--- src/hdl/slm_pkg.sv ---
// ----------------------------------------------------------------------------
// slm_pkg
// Shared types and constants for the sorted list merge block.
// ----------------------------------------------------------------------------
package slm_pkg;

	localparam int WORD_W = 32;

	typedef logic signed [WORD_W-1:0] word_t;

	// Code 3 carries no meaning and is dropped.
	typedef enum logic [1:0] {
		KIND_FIRST  = 2'd0,
		KIND_SECOND = 2'd1,
		KIND_START  = 2'd2
	} kind_t;

	// Commands from the controller to the datapath.
	typedef struct packed {
		logic load_first;
		logic load_second;
		logic start;
		logic emit;
		logic finish;
	} slm_cmd_t;

	// Status from the datapath to the controller.
	typedef struct packed {
		logic out_room;
		logic final_word;
	} slm_sts_t;

endpackage

--- src/hdl/sorted_list_merge.sv ---
// ----------------------------------------------------------------------------
// sorted_list_merge
// Stable two-way merge of two ascending lists of signed 32-bit words.
//
//   channel | direction | handshake          | fields
//   --------+-----------+--------------------+------------------------------
//   in      | into      | in_valid/in_stall  | kind, value
//   out     | out of    | out_valid/out_stall| merged_value, last, empty_res
//
// Load words are taken while in_stall is low. Once started, the merge gives
// one result per cycle unless the output stalls (first count + second count
// results, one result when both lists are empty), set by the single
// compare-select step on the two store read ports. in_stall is high for the
// whole merge run. Reset clears the counts and control state; store contents
// stay undefined. A stall on the output holds the merge in place.
// ----------------------------------------------------------------------------
module sorted_list_merge #(
	parameter int LIST_DEPTH = 16
) (
	input  logic           clk,
	input  logic           arst_n,
	input  logic           in_valid,
	output logic           in_stall,
	input  slm_pkg::kind_t kind,
	input  slm_pkg::word_t value,
	output logic           out_valid,
	input  logic           out_stall,
	output slm_pkg::word_t merged_value,
	output logic           last,
	output logic           empty_res
);
	import slm_pkg::*;

	slm_cmd_t cmd;
	slm_sts_t sts;

	slm_ctrl u_ctrl (
		.clk      (clk),
		.arst_n   (arst_n),
		.in_valid (in_valid),
		.kind     (kind),
		.in_stall (in_stall),
		.sts      (sts),
		.cmd      (cmd)
	);

	slm_dp #(
		.LIST_DEPTH (LIST_DEPTH)
	) u_dp (
		.clk          (clk),
		.arst_n       (arst_n),
		.value        (value),
		.cmd          (cmd),
		.sts          (sts),
		.out_valid    (out_valid),
		.out_stall    (out_stall),
		.merged_value (merged_value),
		.last         (last),
		.empty_res    (empty_res)
	);

endmodule

--- src/hdl/slm_ctrl.sv ---
// ----------------------------------------------------------------------------
// slm_ctrl
// Controller: takes load and start words while idle, then steps the merge
// one result per cycle while the output register has room.
// ----------------------------------------------------------------------------
module slm_ctrl (
	input  logic             clk,
	input  logic             arst_n,
	input  logic             in_valid,
	input  slm_pkg::kind_t   kind,
	output logic             in_stall,
	input  slm_pkg::slm_sts_t sts,
	output slm_pkg::slm_cmd_t cmd
);
	import slm_pkg::*;

	typedef enum logic {
		ST_IDLE,
		ST_MERGE
	} state_t;

	state_t state_q;
	logic   in_stall_q;
	logic   accept;

	assign in_stall = in_stall_q;
	assign accept   = in_valid && !in_stall_q;

	always_comb begin
		cmd             = '0;
		cmd.load_first  = accept && (kind == KIND_FIRST);
		cmd.load_second = accept && (kind == KIND_SECOND);
		cmd.start       = accept && (kind == KIND_START);
		cmd.emit        = (state_q == ST_MERGE) && sts.out_room;
		cmd.finish      = cmd.emit && sts.final_word;
	end

	always_ff @(posedge clk or negedge arst_n) begin
		if (!arst_n) begin
			state_q    <= ST_IDLE;
			in_stall_q <= 1'b0;
		end else begin
			unique case (state_q)
				ST_IDLE: begin
					if (cmd.start) begin
						state_q    <= ST_MERGE;
						in_stall_q <= 1'b1;
					end
				end
				ST_MERGE: begin
					if (cmd.finish) begin
						state_q    <= ST_IDLE;
						in_stall_q <= 1'b0;
					end
				end
				default: begin
					state_q    <= ST_IDLE;
					in_stall_q <= 1'b0;
				end
			endcase
		end
	end

endmodule

--- src/hdl/slm_dp.sv ---
// ----------------------------------------------------------------------------
// slm_dp
// Datapath: the two list stores, their fill counts, the merge read pointers,
// the compare-and-select step and the output register.
// ----------------------------------------------------------------------------
module slm_dp #(
	parameter int LIST_DEPTH = 16
) (
	input  logic              clk,
	input  logic              arst_n,
	input  slm_pkg::word_t    value,
	input  slm_pkg::slm_cmd_t cmd,
	output slm_pkg::slm_sts_t sts,
	output logic              out_valid,
	input  logic              out_stall,
	output slm_pkg::word_t    merged_value,
	output logic              last,
	output logic              empty_res
);
	import slm_pkg::*;

	localparam int CNT_W  = $clog2(LIST_DEPTH + 1);
	localparam int ADDR_W = (LIST_DEPTH > 1) ? $clog2(LIST_DEPTH) : 1;

	word_t first_mem  [LIST_DEPTH];
	word_t second_mem [LIST_DEPTH];

	logic [CNT_W-1:0] first_cnt_q, second_cnt_q;
	logic [CNT_W-1:0] first_idx_q, second_idx_q;
	logic [CNT_W-1:0] first_idx_nxt, second_idx_nxt;
	logic [CNT_W-1:0] first_adv, second_adv;
	word_t            first_rd_q, second_rd_q;

	logic  first_full, second_full;
	logic  first_avail, second_avail;
	logic  both_empty;
	logic  take_first;
	logic  final_word;
	word_t sel_word;

	logic  out_valid_q;
	word_t merged_value_q;
	logic  last_q;
	logic  empty_q;

	assign first_full   = (first_cnt_q  >= CNT_W'(LIST_DEPTH));
	assign second_full  = (second_cnt_q >= CNT_W'(LIST_DEPTH));
	assign first_avail  = (first_idx_q  < first_cnt_q);
	assign second_avail = (second_idx_q < second_cnt_q);
	assign both_empty   = (first_cnt_q == '0) && (second_cnt_q == '0);

	always_comb begin
		if (first_avail && second_avail) begin
			// ties go to the first list to keep the merge stable
			take_first = (first_rd_q <= second_rd_q);
		end else begin
			take_first = first_avail;
		end
	end

	assign first_adv  = take_first ? first_idx_q + CNT_W'(1) : first_idx_q;
	assign second_adv = take_first ? second_idx_q : second_idx_q + CNT_W'(1);
	assign final_word = both_empty ||
		((first_adv == first_cnt_q) && (second_adv == second_cnt_q));
	assign sel_word   = take_first ? first_rd_q : second_rd_q;

	always_comb begin
		if (cmd.start) begin
			first_idx_nxt  = '0;
			second_idx_nxt = '0;
		end else if (cmd.emit) begin
			first_idx_nxt  = first_adv;
			second_idx_nxt = second_adv;
		end else begin
			first_idx_nxt  = first_idx_q;
			second_idx_nxt = second_idx_q;
		end
	end

	assign sts.out_room   = !out_valid_q || !out_stall;
	assign sts.final_word = final_word;

	// Stores: written on load, read into registers at the next pointer.
	always_ff @(posedge clk) begin
		if (cmd.load_first && !first_full) begin
			first_mem[first_cnt_q[ADDR_W-1:0]] <= value;
		end
		if (cmd.load_second && !second_full) begin
			second_mem[second_cnt_q[ADDR_W-1:0]] <= value;
		end
		first_rd_q  <= first_mem[first_idx_nxt[ADDR_W-1:0]];
		second_rd_q <= second_mem[second_idx_nxt[ADDR_W-1:0]];
	end

	always_ff @(posedge clk or negedge arst_n) begin
		if (!arst_n) begin
			first_cnt_q  <= '0;
			second_cnt_q <= '0;
			first_idx_q  <= '0;
			second_idx_q <= '0;
			out_valid_q  <= 1'b0;
		end else begin
			first_idx_q  <= first_idx_nxt;
			second_idx_q <= second_idx_nxt;
			if (cmd.finish) begin
				first_cnt_q  <= '0;
				second_cnt_q <= '0;
			end else begin
				if (cmd.load_first && !first_full) begin
					first_cnt_q <= first_cnt_q + CNT_W'(1);
				end
				if (cmd.load_second && !second_full) begin
					second_cnt_q <= second_cnt_q + CNT_W'(1);
				end
			end
			if (cmd.emit) begin
				out_valid_q <= 1'b1;
			end else if (!out_stall) begin
				out_valid_q <= 1'b0;
			end
		end
	end

	always_ff @(posedge clk) begin
		if (cmd.emit) begin
			merged_value_q <= both_empty ? word_t'(0) : sel_word;
			last_q         <= final_word;
			empty_q        <= both_empty;
		end
	end

	assign out_valid    = out_valid_q;
	assign merged_value = merged_value_q;
	assign last         = last_q;
	assign empty_res    = empty_q;

endmodule

--- config.mk ---
export PLATFORM = sky130hd
export DESIGN_NAME = sorted_list_merge
export DESIGN_NICKNAME = d
export VERILOG_FILES = /design/src/hdl/slm_pkg.sv /design/src/hdl/sorted_list_merge.sv /design/src/hdl/slm_ctrl.sv /design/src/hdl/slm_dp.sv
export SDC_FILE = /design/constraint.sdc
export NUM_CORES = 2
export LEC_CHECK = 0
export ABC_AREA = 1
export BUFFER_PORTS_ARGS = -buffer_cell sky130_fd_sc_hd__buf_2
export CAP_MARGIN = 20
export CORE_AREA = 2 2 311 313
export CTS_CLUSTER_SIZE = 20
export DETAILED_ROUTE_END_ITERATION = 7
export DIE_AREA = 0 0 313 315
export PLACE_DENSITY = 0.65
export SYNTH_ARGS = -nofsm -noshare
export SYNTH_HDL_FRONTEND = slang
export SYNTH_SLANG_ARGS = --single-unit
--- constraint.sdc ---
create_clock -name clk -period 4.5 [get_ports clk]
set_input_delay 0.45 -clock clk [delete_from_list [all_inputs] [get_ports clk]]
set_output_delay 0.45 -clock clk [all_outputs]
set_load 0.05 [all_outputs]
# Word level (Yosys, flattened, before mapping)
# Memory sizes are Yosys's and may differ from the RTL's. A register that Yosys moved wholly into a read port is not among the register bits.
# Index checks and enable logic that the tools add are counted.
totals:
  out_inout_bits: 36
  input_bits: 38
  elab_cells: 80
  ff_bits: 57
  ramBits: 1024
  mem_count: 2
memory_table:
  columns: ["memory", "words", "word_bits", "rd", "rd_ports_with_merged_regs", "write_ports", "line_no", "source"]
  rows:
  - ["u_dp.first_mem", 16, 32, 1, 1, 1, "slm_dp.sv:25", "word_t first_mem [LIST_DEPTH];"]
  - ["u_dp.second_mem", 16, 32, 1, 1, 1, "slm_dp.sv:26", "word_t second_mem [LIST_DEPTH];"]
op_classes:
  order_cmp: 5
  n_addsub: 4
  n_reduce_logical: 25
  eq_ne: 7
  n_mux: 24
  bitwise: 1
ops:
  columns: ["op", "n"]
  rows:
  - ["$mux 5", 10]
  - ["$le 32x32->1", 1]
  - ["$mux 32", 1]
  - ["$add 5x1->5 const B", 4]
  - ["$logic_and 1x1->1", 11]
  - ["$mux 1", 11]
  - ["$eq 5x5->1", 2]
  - ["$ge 5x5->1 const B", 2]
  - ["$logic_not 5->1", 2]
  - ["$lt 5x5->1", 2]
  - ["$reduce_bool 2->1", 3]
  - ["$logic_not 1->1", 5]
  - ["$ne 2x2->1 const B", 2]
  - ["$pmux 1 s2", 2]
  - ["$eq 2x1->1 const B", 1]
  - ["$eq 2x2->1 const B", 1]
  - ["$logic_not 2->1", 1]
  - ["$logic_or 1x1->1", 2]
  - ["$ne 2x1->1 const B", 1]
  - ["$reduce_and 2->1", 1]
  - ["$not 1->1", 1]

# Logic depth before layout (Yosys ltp)
depth:
  ltp_word: 10
  depth_mapped: 28
  mapped_depth_nobuf: 27

# Hierarchy
# Synthesis repeated with hierarchy kept, for this count alone.
hier_totals:
  cells_unflattened: 4645
  hier_area_um2: 49392.4
modules_own_cells:
  columns: ["module", "area_per_inst_um2", "cells_each", "seq_area_each_um2", "instances"]
  rows:
  - ["slm_dp", 49249.7, 4623, 33577.2, 1]
  - ["slm_ctrl", 142.6, 22, 50.0, 1]

# Worst setup path after synthesis
# OpenSTA, ideal clock, no wires.
synth_path:
  path_kind: "register to register"
  startpoint: "reg u_ctrl.in_stall_q (netlist: u_ctrl.in_stall)"
  endpoint: "mem u_dp.first_mem[3][0] (netlist name) (enable)"
  setup_ns: 0.461
  t_arrival_ns: 3.496
  stages_incl_launch_ff: 6
  synth_period_minus_slack_ns: 3.957
  required_ns: 4.039
  n_path_buf: 0
  slack_ns: 0.543
  path_cell_list: "dfrtp_1 nor3_1 nand3_1 inv_1 nand2_1 nor3_1"
synth_between:
  elab_chain_len: 6
synth_rtl:
  columns: ["item", "line_no", "source"]
  rows:
  - ["from (decl)", "slm_ctrl.sv:23", "logic in_stall_q;"]
  - ["from (signal assigned)", "slm_ctrl.sv:41", "in_stall_q <= 1'b0;"]
  - ["from (signal assigned)", "slm_ctrl.sv:47", "in_stall_q <= 1'b1;"]
  - ["from (signal assigned)", "slm_ctrl.sv:53", "in_stall_q <= 1'b0;"]
  - ["$logic_not 1->1", "slm_ctrl.sv:27", "assign accept = in_valid && !in_stall_q;"]
  - ["$logic_and 1x1->1", "slm_ctrl.sv:27", null]
  - ["$logic_and 1x1->1", "slm_ctrl.sv:31", "cmd.load_first = accept && (kind == KIND_FIRST);"]
  - ["$logic_and 1x1->1", "slm_dp.sv:85", "if (cmd.load_first && !first_full) begin"]
  - ["$mux 1", "slm_dp.sv:85", null]
  - ["$mux 1 (implied by the code)", "slm_dp.sv:86", "first_mem[first_cnt_q[ADDR_W-1:0]] <= value;"]
  - ["to (decl)", "slm_dp.sv:25", null]
# Every way passes these cells.

# Final worst setup path
layout_path:
  startpoint: "reg u_dp.second_rd_q[31], read port of u_dp.second_mem"
  endpoint: "reg u_dp.second_rd_q[8], read port of u_dp.second_mem"
layout_between:
  elab_chain_len: 5
layout_rtl:
  columns: ["item", "line_no", "source"]
  rows:
  - ["from (decl)", "slm_dp.sv:32", "word_t first_rd_q, second_rd_q;"]
  - ["$le 32x32->1", "slm_dp.sv:55", "take_first = (first_rd_q <= second_rd_q);"]
  - ["$mux 1", "slm_dp.sv:53", "if (first_avail && second_avail) begin"]
  - ["$mux 5", "slm_dp.sv:62", "assign second_adv = take_first ? second_idx_q : second_idx_q + CNT_W'(1);"]
  - ["$mux 5", "slm_dp.sv:71", "end else if (cmd.emit) begin"]
  - ["$mux 5", "slm_dp.sv:68", "if (cmd.start) begin"]
# Every way passes these cells. The select of a mux whose other input is x is not followed.
# A chain may end at the register's enable or synchronous reset.

==> results by group <==
Status
  – Status: completed

Synth
  – Post-synthesis register bit count: 1145
  – Warnings from Yosys: 0
  – Share of synthesized registers carrying an async set or reset: 2.01%
  – Fraction of the yosys area taken by sequential cells: 71.0%
  – Area contributors post-synth: edfxtp_1, nand2_1, nand3_1
  – Cell type contributing the most total cell area after synthesis: edfxtp_1
  – Cell area after synthesis: 47400 sq um
  – Net Count, Synth: 4083
  – Portion of synthesized cell area occupied by the leading cell type: 67.1%
  – Average cell area after synthesis: 11.9 sq um
  – Number of instances in the synthesized netlist: 3995
  – Netlist cell types: 38
  – Top FF cell, synth: edfxtp_1
  – Number of enable flip-flop cells after synthesis: 1058

GRT
  – Met1 Track Usage GR: 34.5%
  – Wire length of the first global-routing pass: 177000 um
  – Antenna violations before repair: 8
  – Most congested layer reported by global routing: met2
  – Met2 usage: 38.3%
  – Final global-route overflow total: 0
  – Maximum number of pins on one net before global-route repair: 122
  – Via count of the first global-routing pass: 28100
  – Global routing usage summed across all routing layers: 24.0%
  – Global routing met3 resource utilization: 3.51%

Timing
  – Final WS setup: 327 ps
  – Slew @ Worst Pin: 1240 ps
  – Number of endpoints failing setup at the final stage: 0
  – Final hold violation count: 0
  – Post-route clock skew: 29.7 ps
  – Unrepaired setup endpoints after global routing: no
  – Final critical-path share of the clock period: 92.7%
  – Slew margin rel.: 16.5%
  – Post-route minimum period: 4170 ps
  – Final Max Slew Viols: 0
  – Fin Setup TNS: 0 ps
  – F_max: 240 MHz

Finish
  – Final net count: 4129
  – Commonest cells after routing, fill and taps aside: edfxtp_1, nand2_1, nand3_1, inv_1, a21oi_1
  – Share of layout cells above drive strength 1: 9.21%
  – Final cell area excluding filler cells: 53000 sq um
  – Most common library cell in the layout ignoring fill and taps: edfxtp_1
  – Post-synthesis to final-layout area growth: 11.9%

Die
  – I/O pin cnt: 74
  – Placement row count: 114
  – Initial Util: 49.5%
  – Core outline area: 95700 sq um
  – Die height: 315 um
  – Width of the chip: 313 um
  – Die Outline Area: 98600 sq um

Clock network
  – TritonCTS clock tree: done
  – Clock-pin slew on the worst setup and hold paths: 60 ps
  – Master cell of the clock root buffer: clkbuf_16
  – Depth of the CTS H-tree: 3
  – Clock insertion delay at the later pin of the skew report: 700 ps
  – Maximum clock insertion buffer count: 3
  – Clock sinks: 1145
  – Setup repair bufs after CTS: 0
  – TritonCTS Buffers: 112

Critical path
  – WS Path Type: flip-flop to flip-flop
  – R2r worst-path depth: 20
  – Endpoint arrival time on the critical path: 4720 ps
  – Element type at the critical path end: flip-flop
  – Worst Setup Start Kind: flip-flop
  – CP max FO: 84
  – Data required, critical path: 5050 ps

Power
  – Ratio of total power to cell area: 793 nW/um^2
  – IR drop worst, VDD: 0.00127 V
  – Standby leakage power: 19.9 nW

Job
  – Max cap viols: 0

Place
  – Port Buf Inserts: 73
  – Weighted congestion reported at the end of routability-driven placement: 0.856
  – Half-perimeter wire length of the detailed placement result: 66100 um
  – Post-placement setup slack: 414 ps
  – Placed cell areas: 49500 sq um

Detailed routing
  – Vias per cell: 5.60
  – Aggregate routed wire length: 119000 um
  – Routed length per instance: 22.0 um
  – Drt first pass iters: 6
  – Remaining antenna violation count: 0
  – Residual DRC: 0
  – Starting DRC count in detailed routing: 2891
  – Vias: 30300

Hold path
  – Worst min path class: input pin to flip-flop
  – Worst hold stages: 3
-- Yosys cell counts, types with 2 or more instances --
cell type and n:
dfrtp_1 23, o22ai_1 2, a21oi_1 267, nand2_2 5, nand3_1 491, o211ai_1 245
dfxtp_1 64, inv_1 468, buf_4 29, buf_6 2, clkinv_1 3, nand2_4 2
o21ai_1 50, nor3_1 6, nand3_2 2, o22ai_2 3, nand4_1 8, o21ai_0 126
buf_1 12, xor2_1 10, buf_2 125, o21a_1 2, nor2_1 52, ha_1 50
edfxtp_1 1058, nand2_1 808, clkbuf_1 66, nor3_2 2, inv_2 5
-- registers in the layout, summed over array words and instances (netlist names), 5 cells and up --
signal	count
u_dp.first_cnt_q	5
u_dp.first_idx_q	5
u_dp.first_mem	512
u_dp.first_rd_q	32
u_dp.merged_value	32
u_dp.second_cnt_q	5
u_dp.second_idx_q	5
u_dp.second_mem	512
u_dp.second_rd_q	32
-- per-layer routing --
metal  vias to the layer above  wire, um
li1                      14200         -
met1                     14800     51700
met2                      1150     55300
met3                       187      9310
met4                         0      2950
met5                         -         0
-- per-stage QoR --
step / util [%] / hold WS [ps] / instances / power, mW
5_1_grt: 55.4 / 62.6 / 5416 / 44.8
3_3_place_gp: 51.7 / 480 / 5202 / 33.0
4_1_cts: 55.4 / 27.8 / 5415 / 42.1
2_1_floorplan: - / 154 / 3995 / 27.5
6_report: 55.4 / 63.3 / 5418 / 42.0
3_5_place_dp: 51.7 / 491 / 5202 / 33.2
-- worst max-delay path, cell delays in order, from the launching register on --
cell     delay (ps)
dfxtp_1         410
inv_1            90
ha_1            440
nand2_1         120
nor2_2          130
nand2_1         220
nor3_2          210
nand4_1         200
nand2_1         140
inv_2            50
nand3_4         190
nand2_4         150
nand2_1         130
nand3_2         130
nand2_8         490
buf_12          340
a21oi_1         100
o21ai_0          90
nand3_1          90
nand3_1         100
nand2_1         130
-- power by group --
part	internal (mW)	switching, mW	total [mW]	leakage, nW
sequential	12.6	0.538	13.1	10.3
combinational	6.06	14.0	20.1	7.84
clock	4.93	3.93	8.86	1.69
total	23.5	18.5	42.0	19.9
-- final cells by class --
class	count	area [sq um]
repair buffers	166	1380
flip-flops and latches	1145	33600
multi-input cells	2140	11100
diodes	3	7.51
clock buffers	153	3060
clock inverters	59	404
well taps	1276	1600
inverters	476	1790
fillers	7852	42700
-- final timing paths --
check | from | to | slack (ps)
setup reg to reg | u_dp.second_rd_q[31] | u_dp.second_rd_q[8] | 330
max in group asynchronous | arst_n | u_dp.first_idx_q[2] | 3770
setup / recovery | u_dp.second_rd_q[31] | u_dp.second_rd_q[8] | 330
hold reg to reg | u_ctrl.state_q | u_ctrl.state_q | 500
min in group asynchronous | arst_n | u_dp.out_valid | 310
hold / removal | out_stall | u_dp.out_valid | 60
-- kinds of logic after synthesis --
logic type,share of synthesized area [%]
DFF,71.0
AOI/OAI and AO/OA,8.81
and+or+nand+nor,12.5
adders and majority gates,1.32
buffers and inverters,6.22
xor gates and xnor gates,0.203
-- timing repair --
item,CTS,global route
gates resized for setup,0,0
hold buffers,1,0
endpoints found under the hold margin,23,0
Note: power is estimated with default switching activity, not from simulation.
